### src/hw/rtl/lbpr_pkg.sv
// Package for the leaky bucket priority remarker.
// Holds the shared types, register indexes and constants; depends on nothing.
package lbpr_pkg;

    // Meter scaling: bucket units per byte are 8 bits times the tick rate.
    localparam int unsigned TICKS_PER_SECOND = 100;
    localparam logic [31:0] ADD_SCALE        = 32'(8 * TICKS_PER_SECOND);

    // Register reset values.
    localparam logic [3:0]  METER_ENABLE_RESET = 4'd0;
    localparam logic [23:0] QUEUE_MAP_RESET    = 24'd9024641;
    localparam logic [31:0] MIN_RATE_RESET     = 32'(15 * 1024);
    localparam logic [31:0] BUCKET_SIZE_RESET  = 32'(2000 * 8 * TICKS_PER_SECOND);

    // Codes.
    localparam logic [3:0] METER_ON       = 4'd1;
    localparam logic [2:0] METERED_QUEUE  = 3'd1;
    localparam logic [2:0] PROMOTED_QUEUE = 3'd4;

    localparam int unsigned CFG_IDX_W = 2;

    typedef enum logic [CFG_IDX_W-1:0] {
        REG_METER_ENABLE = 2'd0,
        REG_QUEUE_MAP    = 2'd1,
        REG_MIN_RATE     = 2'd2,
        REG_BUCKET_SIZE  = 2'd3
    } t_cfg_idx;

    // Configuration register set.
    typedef struct packed {
        logic [3:0]  meter_enable;
        logic [23:0] queue_map;
        logic [31:0] min_rate;
        logic [31:0] bucket_size;
    } t_cfg;

    // Classified item handed from the front part to the back part.
    typedef struct packed {
        logic        metered;   // metering on and mapped queue is the metered one
        logic [2:0]  queue;     // mapped queue
        logic [31:0] add_bits;  // length scaled to bucket units
        logic [31:0] now;       // tick of arrival
        logic [31:0] now_prod;  // now * min_rate, modulo 2^32
    } t_item;

    localparam int unsigned FIFO_DEPTH = 2;
    localparam int unsigned FIFO_PTR_W = $clog2(FIFO_DEPTH);

endpackage

### src/hw/rtl/lbpr_front.sv
// Front part of the remarker: maps the priority to a queue and precomputes
// the per-item products. Depends on lbpr_pkg.
module lbpr_front
    import lbpr_pkg::*;
(
    input  t_cfg        i_cfg,
    input  logic [2:0]  i_priority_req,
    input  logic [15:0] i_length,
    input  logic [31:0] i_now,
    output t_item       o_item
);

    logic [2:0]  map_q;
    logic [31:0] now_prod;

    // Queue table lookup: entry i sits at bits 3i+2 to 3i.
    always_comb begin
        map_q = i_cfg.queue_map[i_priority_req*3 +: 3];
    end

    // Only the low 32 bits of the product are needed.
    assign now_prod = i_now * i_cfg.min_rate;

    // Classification and products that do not depend on the bucket state.
    always_comb begin
        o_item.metered  = (i_cfg.meter_enable == METER_ON) && (map_q == METERED_QUEUE);
        o_item.queue    = map_q;
        o_item.add_bits = 32'(i_length) * ADD_SCALE;
        o_item.now      = i_now;
        o_item.now_prod = now_prod;
    end

endmodule

### src/hw/rtl/lbpr_fifo.sv
// Short item queue between the front and back parts.
// Depends on lbpr_pkg for the item type and depth.
module lbpr_fifo
    import lbpr_pkg::*;
(
    input  logic  i_clk,
    input  logic  i_rst_n,
    input  logic  i_push,
    input  t_item i_data,
    output logic  o_full,
    input  logic  i_pop,
    output logic  o_empty,
    output t_item o_data
);

    t_item                 r_mem [FIFO_DEPTH];
    logic [FIFO_PTR_W-1:0] r_wr_ptr;
    logic [FIFO_PTR_W-1:0] r_rd_ptr;
    logic [FIFO_PTR_W:0]   r_count;
    logic                  do_push;
    logic                  do_pop;

    assign o_full  = (r_count == (FIFO_PTR_W+1)'(FIFO_DEPTH));
    assign o_empty = (r_count == '0);
    assign do_push = i_push && !o_full;
    assign do_pop  = i_pop && !o_empty;
    assign o_data  = r_mem[r_rd_ptr];

    // Storage: entries need no reset.
    always_ff @(posedge i_clk) begin
        if (do_push) begin
            r_mem[r_wr_ptr] <= i_data;
        end
    end

    // Pointers and fill count.
    always_ff @(posedge i_clk) begin
        if (!i_rst_n) begin
            r_wr_ptr <= '0;
            r_rd_ptr <= '0;
            r_count  <= '0;
        end else begin
            if (do_push) begin
                r_wr_ptr <= r_wr_ptr + 1'b1;
            end
            if (do_pop) begin
                r_rd_ptr <= r_rd_ptr + 1'b1;
            end
            if (do_push && !do_pop) begin
                r_count <= r_count + 1'b1;
            end else if (do_pop && !do_push) begin
                r_count <= r_count - 1'b1;
            end
        end
    end

endmodule

### src/hw/rtl/lbpr_back.sv
// Back part of the remarker: runs the leaky bucket on metered items and
// holds the result register. Depends on lbpr_pkg.
module lbpr_back
    import lbpr_pkg::*;
(
    input  logic        i_clk,
    input  logic        i_rst_n,
    input  t_cfg        i_cfg,
    input  logic        i_item_valid,
    input  t_item       i_item,
    output logic        o_item_pop,
    output logic        o_valid,
    input  logic        i_ready,
    output logic [2:0]  o_queue,
    output logic        o_promoted
);

    logic [31:0] r_pending_bits;
    logic [31:0] r_last_tick;
    logic [31:0] r_last_prod;   // last_tick * min_rate, modulo 2^32
    logic        r_out_valid;
    logic [2:0]  r_queue;
    logic        r_promoted;

    logic [31:0] n_pending_bits;
    logic [31:0] last_prod;
    logic [31:0] drain;
    logic [32:0] drain_diff;
    logic [31:0] drained;
    logic [31:0] total;
    logic        fits;
    logic        take;

    assign take       = i_item_valid && (!r_out_valid || i_ready);
    assign o_item_pop = take;
    assign o_valid    = r_out_valid;
    assign o_queue    = r_queue;
    assign o_promoted = r_promoted;

    // Elapsed ticks times rate equals now*rate minus last*rate, modulo 2^32.
    assign last_prod = r_last_tick * i_cfg.min_rate;

    // Drain, floored at zero, then try to fit the packet.
    always_comb begin
        drain      = i_item.now_prod - r_last_prod;
        drain_diff = {1'b0, r_pending_bits} - {1'b0, drain};
        drained    = drain_diff[32] ? 32'd0 : drain_diff[31:0];
        total      = drained + i_item.add_bits;
        fits       = (total <= i_cfg.bucket_size);
        n_pending_bits = fits ? total : drained;
    end

    // Bucket state. The stored product follows a rate change when no
    // metered item updates it.
    always_ff @(posedge i_clk) begin
        if (!i_rst_n) begin
            r_pending_bits <= '0;
            r_last_tick    <= '0;
            r_last_prod    <= '0;
        end else if (take && i_item.metered) begin
            r_pending_bits <= n_pending_bits;
            r_last_tick    <= i_item.now;
            r_last_prod    <= i_item.now_prod;
        end else begin
            r_last_prod    <= last_prod;
        end
    end

    // Result register.
    always_ff @(posedge i_clk) begin
        if (!i_rst_n) begin
            r_out_valid <= 1'b0;
        end else if (take) begin
            r_out_valid <= 1'b1;
        end else if (i_ready) begin
            r_out_valid <= 1'b0;
        end
    end

    always_ff @(posedge i_clk) begin
        if (take) begin
            r_queue    <= (i_item.metered && fits) ? PROMOTED_QUEUE : i_item.queue;
            r_promoted <= i_item.metered && fits;
        end
    end

endmodule

### src/hw/rtl/leaky_bucket_priority_remarker.sv
// Top level of the leaky bucket priority remarker: configuration registers,
// front classifier, item queue and back meter. Depends on lbpr_pkg.
//
// Each packet's priority picks a queue from an eight-entry table; packets in
// queue 1 with metering enabled pass through a single leaky bucket and are
// promoted to queue 4 when they fit. One item is accepted per cycle while the
// item queue is not full. The front classifier and its now*rate multiplier
// are combinational and write the classified item into the queue at
// acceptance; the back meter takes it from the queue when the output register
// is empty or being emptied, and its bucket read-modify-write completes in the
// cycle that it takes the item, so consecutive items flow without a gap while
// the output is not stalled. A two-entry queue between the parts and the
// output register let input and output stall independently. Configuration
// writes take effect at once and are expected while no item is in flight.
module leaky_bucket_priority_remarker
    import lbpr_pkg::*;
(
    input  logic                 i_clk,
    input  logic                 i_rst_n,
    input  logic                 i_cfg_wr_en,
    input  logic [CFG_IDX_W-1:0] i_cfg_index,
    input  logic [31:0]          i_cfg_data,
    input  logic                 i_valid,
    output logic                 o_ready,
    input  logic [2:0]           i_priority_req,
    input  logic [15:0]          i_length,
    input  logic [31:0]          i_now,
    output logic                 o_valid,
    input  logic                 i_ready,
    output logic [2:0]           o_queue,
    output logic                 o_promoted
);

    t_cfg  r_cfg;
    t_item front_item;
    t_item head_item;
    logic  fifo_full;
    logic  fifo_empty;
    logic  item_pop;

    // Configuration registers.
    always_ff @(posedge i_clk) begin
        if (!i_rst_n) begin
            r_cfg.meter_enable <= METER_ENABLE_RESET;
            r_cfg.queue_map    <= QUEUE_MAP_RESET;
            r_cfg.min_rate     <= MIN_RATE_RESET;
            r_cfg.bucket_size  <= BUCKET_SIZE_RESET;
        end else if (i_cfg_wr_en) begin
            unique case (t_cfg_idx'(i_cfg_index))
                REG_METER_ENABLE: r_cfg.meter_enable <= i_cfg_data[3:0];
                REG_QUEUE_MAP:    r_cfg.queue_map    <= i_cfg_data[23:0];
                REG_MIN_RATE:     r_cfg.min_rate     <= i_cfg_data;
                REG_BUCKET_SIZE:  r_cfg.bucket_size  <= i_cfg_data;
                default: begin
                end
            endcase
        end
    end

    assign o_ready = !fifo_full;

    lbpr_front u_front (
        .i_cfg          (r_cfg),
        .i_priority_req (i_priority_req),
        .i_length       (i_length),
        .i_now          (i_now),
        .o_item         (front_item)
    );

    lbpr_fifo u_fifo (
        .i_clk   (i_clk),
        .i_rst_n (i_rst_n),
        .i_push  (i_valid),
        .i_data  (front_item),
        .o_full  (fifo_full),
        .i_pop   (item_pop),
        .o_empty (fifo_empty),
        .o_data  (head_item)
    );

    lbpr_back u_back (
        .i_clk        (i_clk),
        .i_rst_n      (i_rst_n),
        .i_cfg        (r_cfg),
        .i_item_valid (!fifo_empty),
        .i_item       (head_item),
        .o_item_pop   (item_pop),
        .o_valid      (o_valid),
        .i_ready      (i_ready),
        .o_queue      (o_queue),
        .o_promoted   (o_promoted)
    );

endmodule
### config.mk
export PLATFORM = sky130hd
export DESIGN_NAME = leaky_bucket_priority_remarker
export DESIGN_NICKNAME = d
export VERILOG_FILES = /design/src/hw/rtl/lbpr_pkg.sv /design/src/hw/rtl/lbpr_front.sv /design/src/hw/rtl/lbpr_fifo.sv /design/src/hw/rtl/lbpr_back.sv /design/src/hw/rtl/leaky_bucket_priority_remarker.sv
export SDC_FILE = /design/constraint.sdc
export NUM_CORES = 2
export LEC_CHECK = 0
export ABC_CLOCK_PERIOD_IN_PS = 11020
export BUFFER_PORTS_ARGS = -buffer_cell sky130_fd_sc_hd__buf_4
export CORE_ASPECT_RATIO = 0.7
export CORE_UTILIZATION = 66
export CTS_CLUSTER_SIZE = 30
export DETAILED_ROUTE_END_ITERATION = 7
export PLACE_DENSITY = 0.93
export SETUP_SLACK_MARGIN = 0.4
export SLEW_MARGIN = 20
export SYNTH_ARGS = -nofsm -noshare
export SYNTH_HDL_FRONTEND = slang
export SYNTH_HIERARCHICAL = 1
export SYNTH_SLANG_ARGS = --single-unit
### constraint.sdc
create_clock -name i_clk -period 11.02 [get_ports i_clk]
set_input_delay 1.653 -clock i_clk [delete_from_list [all_inputs] [get_ports i_clk]]
set_output_delay 1.653 -clock i_clk [all_outputs]
set_load 0.02 [all_outputs]
==> results.md <==
- Seq/Total Area, Yosys: 18.6%
- RSZ-0062 raised after global routing: no
- CTS Buffer Depth: 3
- Setup TNS: 0 ns
- Hpwl dp: 113000 um
- Area leader, netlist: fa_1
- Mean number of vias per cell: between 6 and 7
- Initial cell density of the core: roughly two thirds
- Final Total Pwr: 0.0138 W
- Global placement routability congestion: a little under 1
- Async S/R FF share, synth: 0%
- Die width: approximately 340 um
- Die ar.: ~83000 sq um
- Post-synth EDFFs: around 200
- Register area: ~10000 sq um
- Place WS: 0.835 ns
- Power Dens Cells: ~250 nW/um^2
- Peak VDD IR: 357 uV
- Number of buffers created by CTS: 39
- GRT busiest layer: met2
- Share of cells above drive strength 1: under 10%
- Fin. max-slew vios: 0
- Status: complete, no violations
- Most used cell, CP: a21oi_1
- Skew-Pair Late Insertion Delay: around 0.63 ns
- Commonest non-fill, non-tap cell in the layout: inv_1
- Top_reg_cell synth: edfxtp_1
- Setup ws final: 0.937 ns
- Via count: roughly 42000
- Multi-input logic area: slightly below 40000 sq um
- Die height: around 240 um
- Number of distinct library cells after synthesis: 90
- Startpoint types: register
- IO Pins: between 90 and 100
- # hold bufs at CTS: 0
- Total routed wirelength: between 150000 and 200000 um
- Commonest non-fill, non-tap cells in the layout: 1057 x inv_1, 869 x nand2_1, 830 x fa_1
- Post-Syn Area: 53900 sq um
- Initial DRC Count: approximately 5400
- CORE AREA: ~81000 sq um
- Number of synthesized register bits: about 400
- LEAKAGE: 26.8 nW
- Fin nets: 7044
- Yosys top cell area share: 30.8%
- GRT Total Usage: between 30% and 40%
- Vias in the first global route: about 44000
- Iteration count of the initial detailed-routing pass: 6
- Final period util: about nine tenths
- DRC errors left: 0
- Post-synthesis instance total: 5800
- Setup CP Type: reg -> reg
- Initial antenna violation count: 9
- Final hold vios: 0
- M3 GR Usage: a little under an eighth
- Slew headroom: 16.3%
- TritonCTS clock tree: yes
- First-pass GRT wire length: about 240000 um
- Final ANT Viol Nets: 0
- M1 GR Usage: roughly 50%
- Row Count: between 80 and 90
- Layout area overhead: 4.80%
- Avg Synthesized Cell Area: between 9 and 10 sq um
- Critical path required time: 11.49 ns
- Slowest CP cell: buf_4
- # port buffers: 95
- Worst-margin pin slew: between 1 and 1.5 ns
- Critical Path End Type: register
- Crit Path Max Fanout: 47
- Clock transition at path regs: ~0.06 ns
- Fillcell total: around 5400
- Max Cap Viol: 0
- Total congestion overflow: 0
- H-tree Lvls: 2
- Clock root cell: clkbuf_16
- Clock Skew: 0.0604 ns
- Setup violators final: 0
- Fmax achieved: ~0.099 GHz
- Post-route minimum period: around 10 ns
- Avg WL per Cell: 23.0 um
- Met2 Use GR: between 50% and 60%
- Critical Path AT: roughly 11 ns
- Max incr delay on CP: ~0.62 ns
- Largest net degree at the start of global routing: between 80 and 90
- Area contributors post-synth: fa_1 31%, edfxtp_1 11%, ha_1 9.9%, inv_1 7.4%, dfxtp_1 7.2%
- Clock Sink Count: ~400
- Synth Warn #: 6
- HP Class: reg -> reg
final cells by class:
| class | count | area share, % |
|---|---|---|
| clock buffer | 51 | 1.97 |
| tap | 1068 | 2.36 |
| inverter | 1059 | 7.03 |
| antenna | 3 | 0.0133 |
| clock inverter | 21 | 0.503 |
| sequential | 398 | 17.7 |
| timing repair buffer | 157 | 2.20 |
| multi-input combinational | 4044 | 68.2 |
worst max-delay path: cells and delay by family (launching register included):
family	cells	cell delay, ns
AO/OA/AOI/OAI	17	4.17
buffers and inverters	6	1.64
flip-flops	1	0.43
adder cells (fa/ha/maj)	4	1.45
multiplexers	1	0.43
XOR/XNOR	3	0.51
AND/OR/NAND/NOR	9	1.31
power by group:
group,switching (W),internal [W],leakage [nW]
Clock,0.000686,0.000828,0.677
Combinational,0.00608,0.00394,22.6
Sequential,0.000200,0.00212,3.50
Total,0.00697,0.00688,26.8
sequential cells by signal (all words and copies together) (netlist names), 2 cells and up, named ones only:
register,count
u_back/r_last_prod,32
r_cfg,92
u_back/r_last_tick,32
u_fifo/r_count,2
u_back/r_pending_bits,32
u_fifo/r_mem,200
u_back/o_queue,3
per-layer routing:
layer | share of wire (%) | routed length [um] | up-vias
met3 | 14 | 21900 | 835
met4 | 6.1 | 9510 | 10
li1 | - | - | 17777
met2 | 43 | 67500 | 3219
met1 | 37 | 57700 | 20551
met5 | 0.065 | 102 | -
Yosys cell counts, drive strengths merged, types with 44 or more instances:
cell	count
a21o	67
a21oi	209
and2	484
buf	97
clkbuf	212
dfxtp	194
edfxtp	204
fa	830
ha	425
inv	1059
mux2	103
mux2i	91
nand2	870
nor2	158
nor2b	44
nor3	50
o21ai	93
xnor2	188
xor2	68
logic make-up after synthesis:
group           share of synthesized area [%]
other cells                           0.00695
xor+xnor                                 4.16
flops                                    18.6
simple gates                             15.5
mux                                      4.09
compound gates                           6.91
fa+ha+maj                                40.7
buf+inv                                  10.1
what timing repair did:
item                                    CTS  global route
resized for setup                         0             2
buffers inserted                          0             1
endpoints found under the hold margin     0             0
endpoints found under the setup margin    0            36
path summary, 6_finish.rpt:
path                                 from                        end  slack, ns  cells after the start
worst max-delay path             register  u_back/r_pending_bits[24]       0.94                     40
worst min-delay path            r_cfg[68]                  r_cfg[68]       0.46                      2
worst max register to register   register  u_back/r_pending_bits[24]       0.94                     40
worst min register to register  r_cfg[68]                  r_cfg[68]       0.46                      2
through the flow:
step	utilization, %	cells	cell area (sq um)	hold slack, ns
after CTS	70.0	6795	56400	0.458
after detailed placement	68.2	6723	55000	0.449
after global routing	70.1	6800	56500	0.471
after global placement	68.2	6723	55000	0.439
final	70.1	6801	56500	0.456
after floorplan	-	5810	54000	0.430
Note: power is estimated with default switching activity, not from simulation.
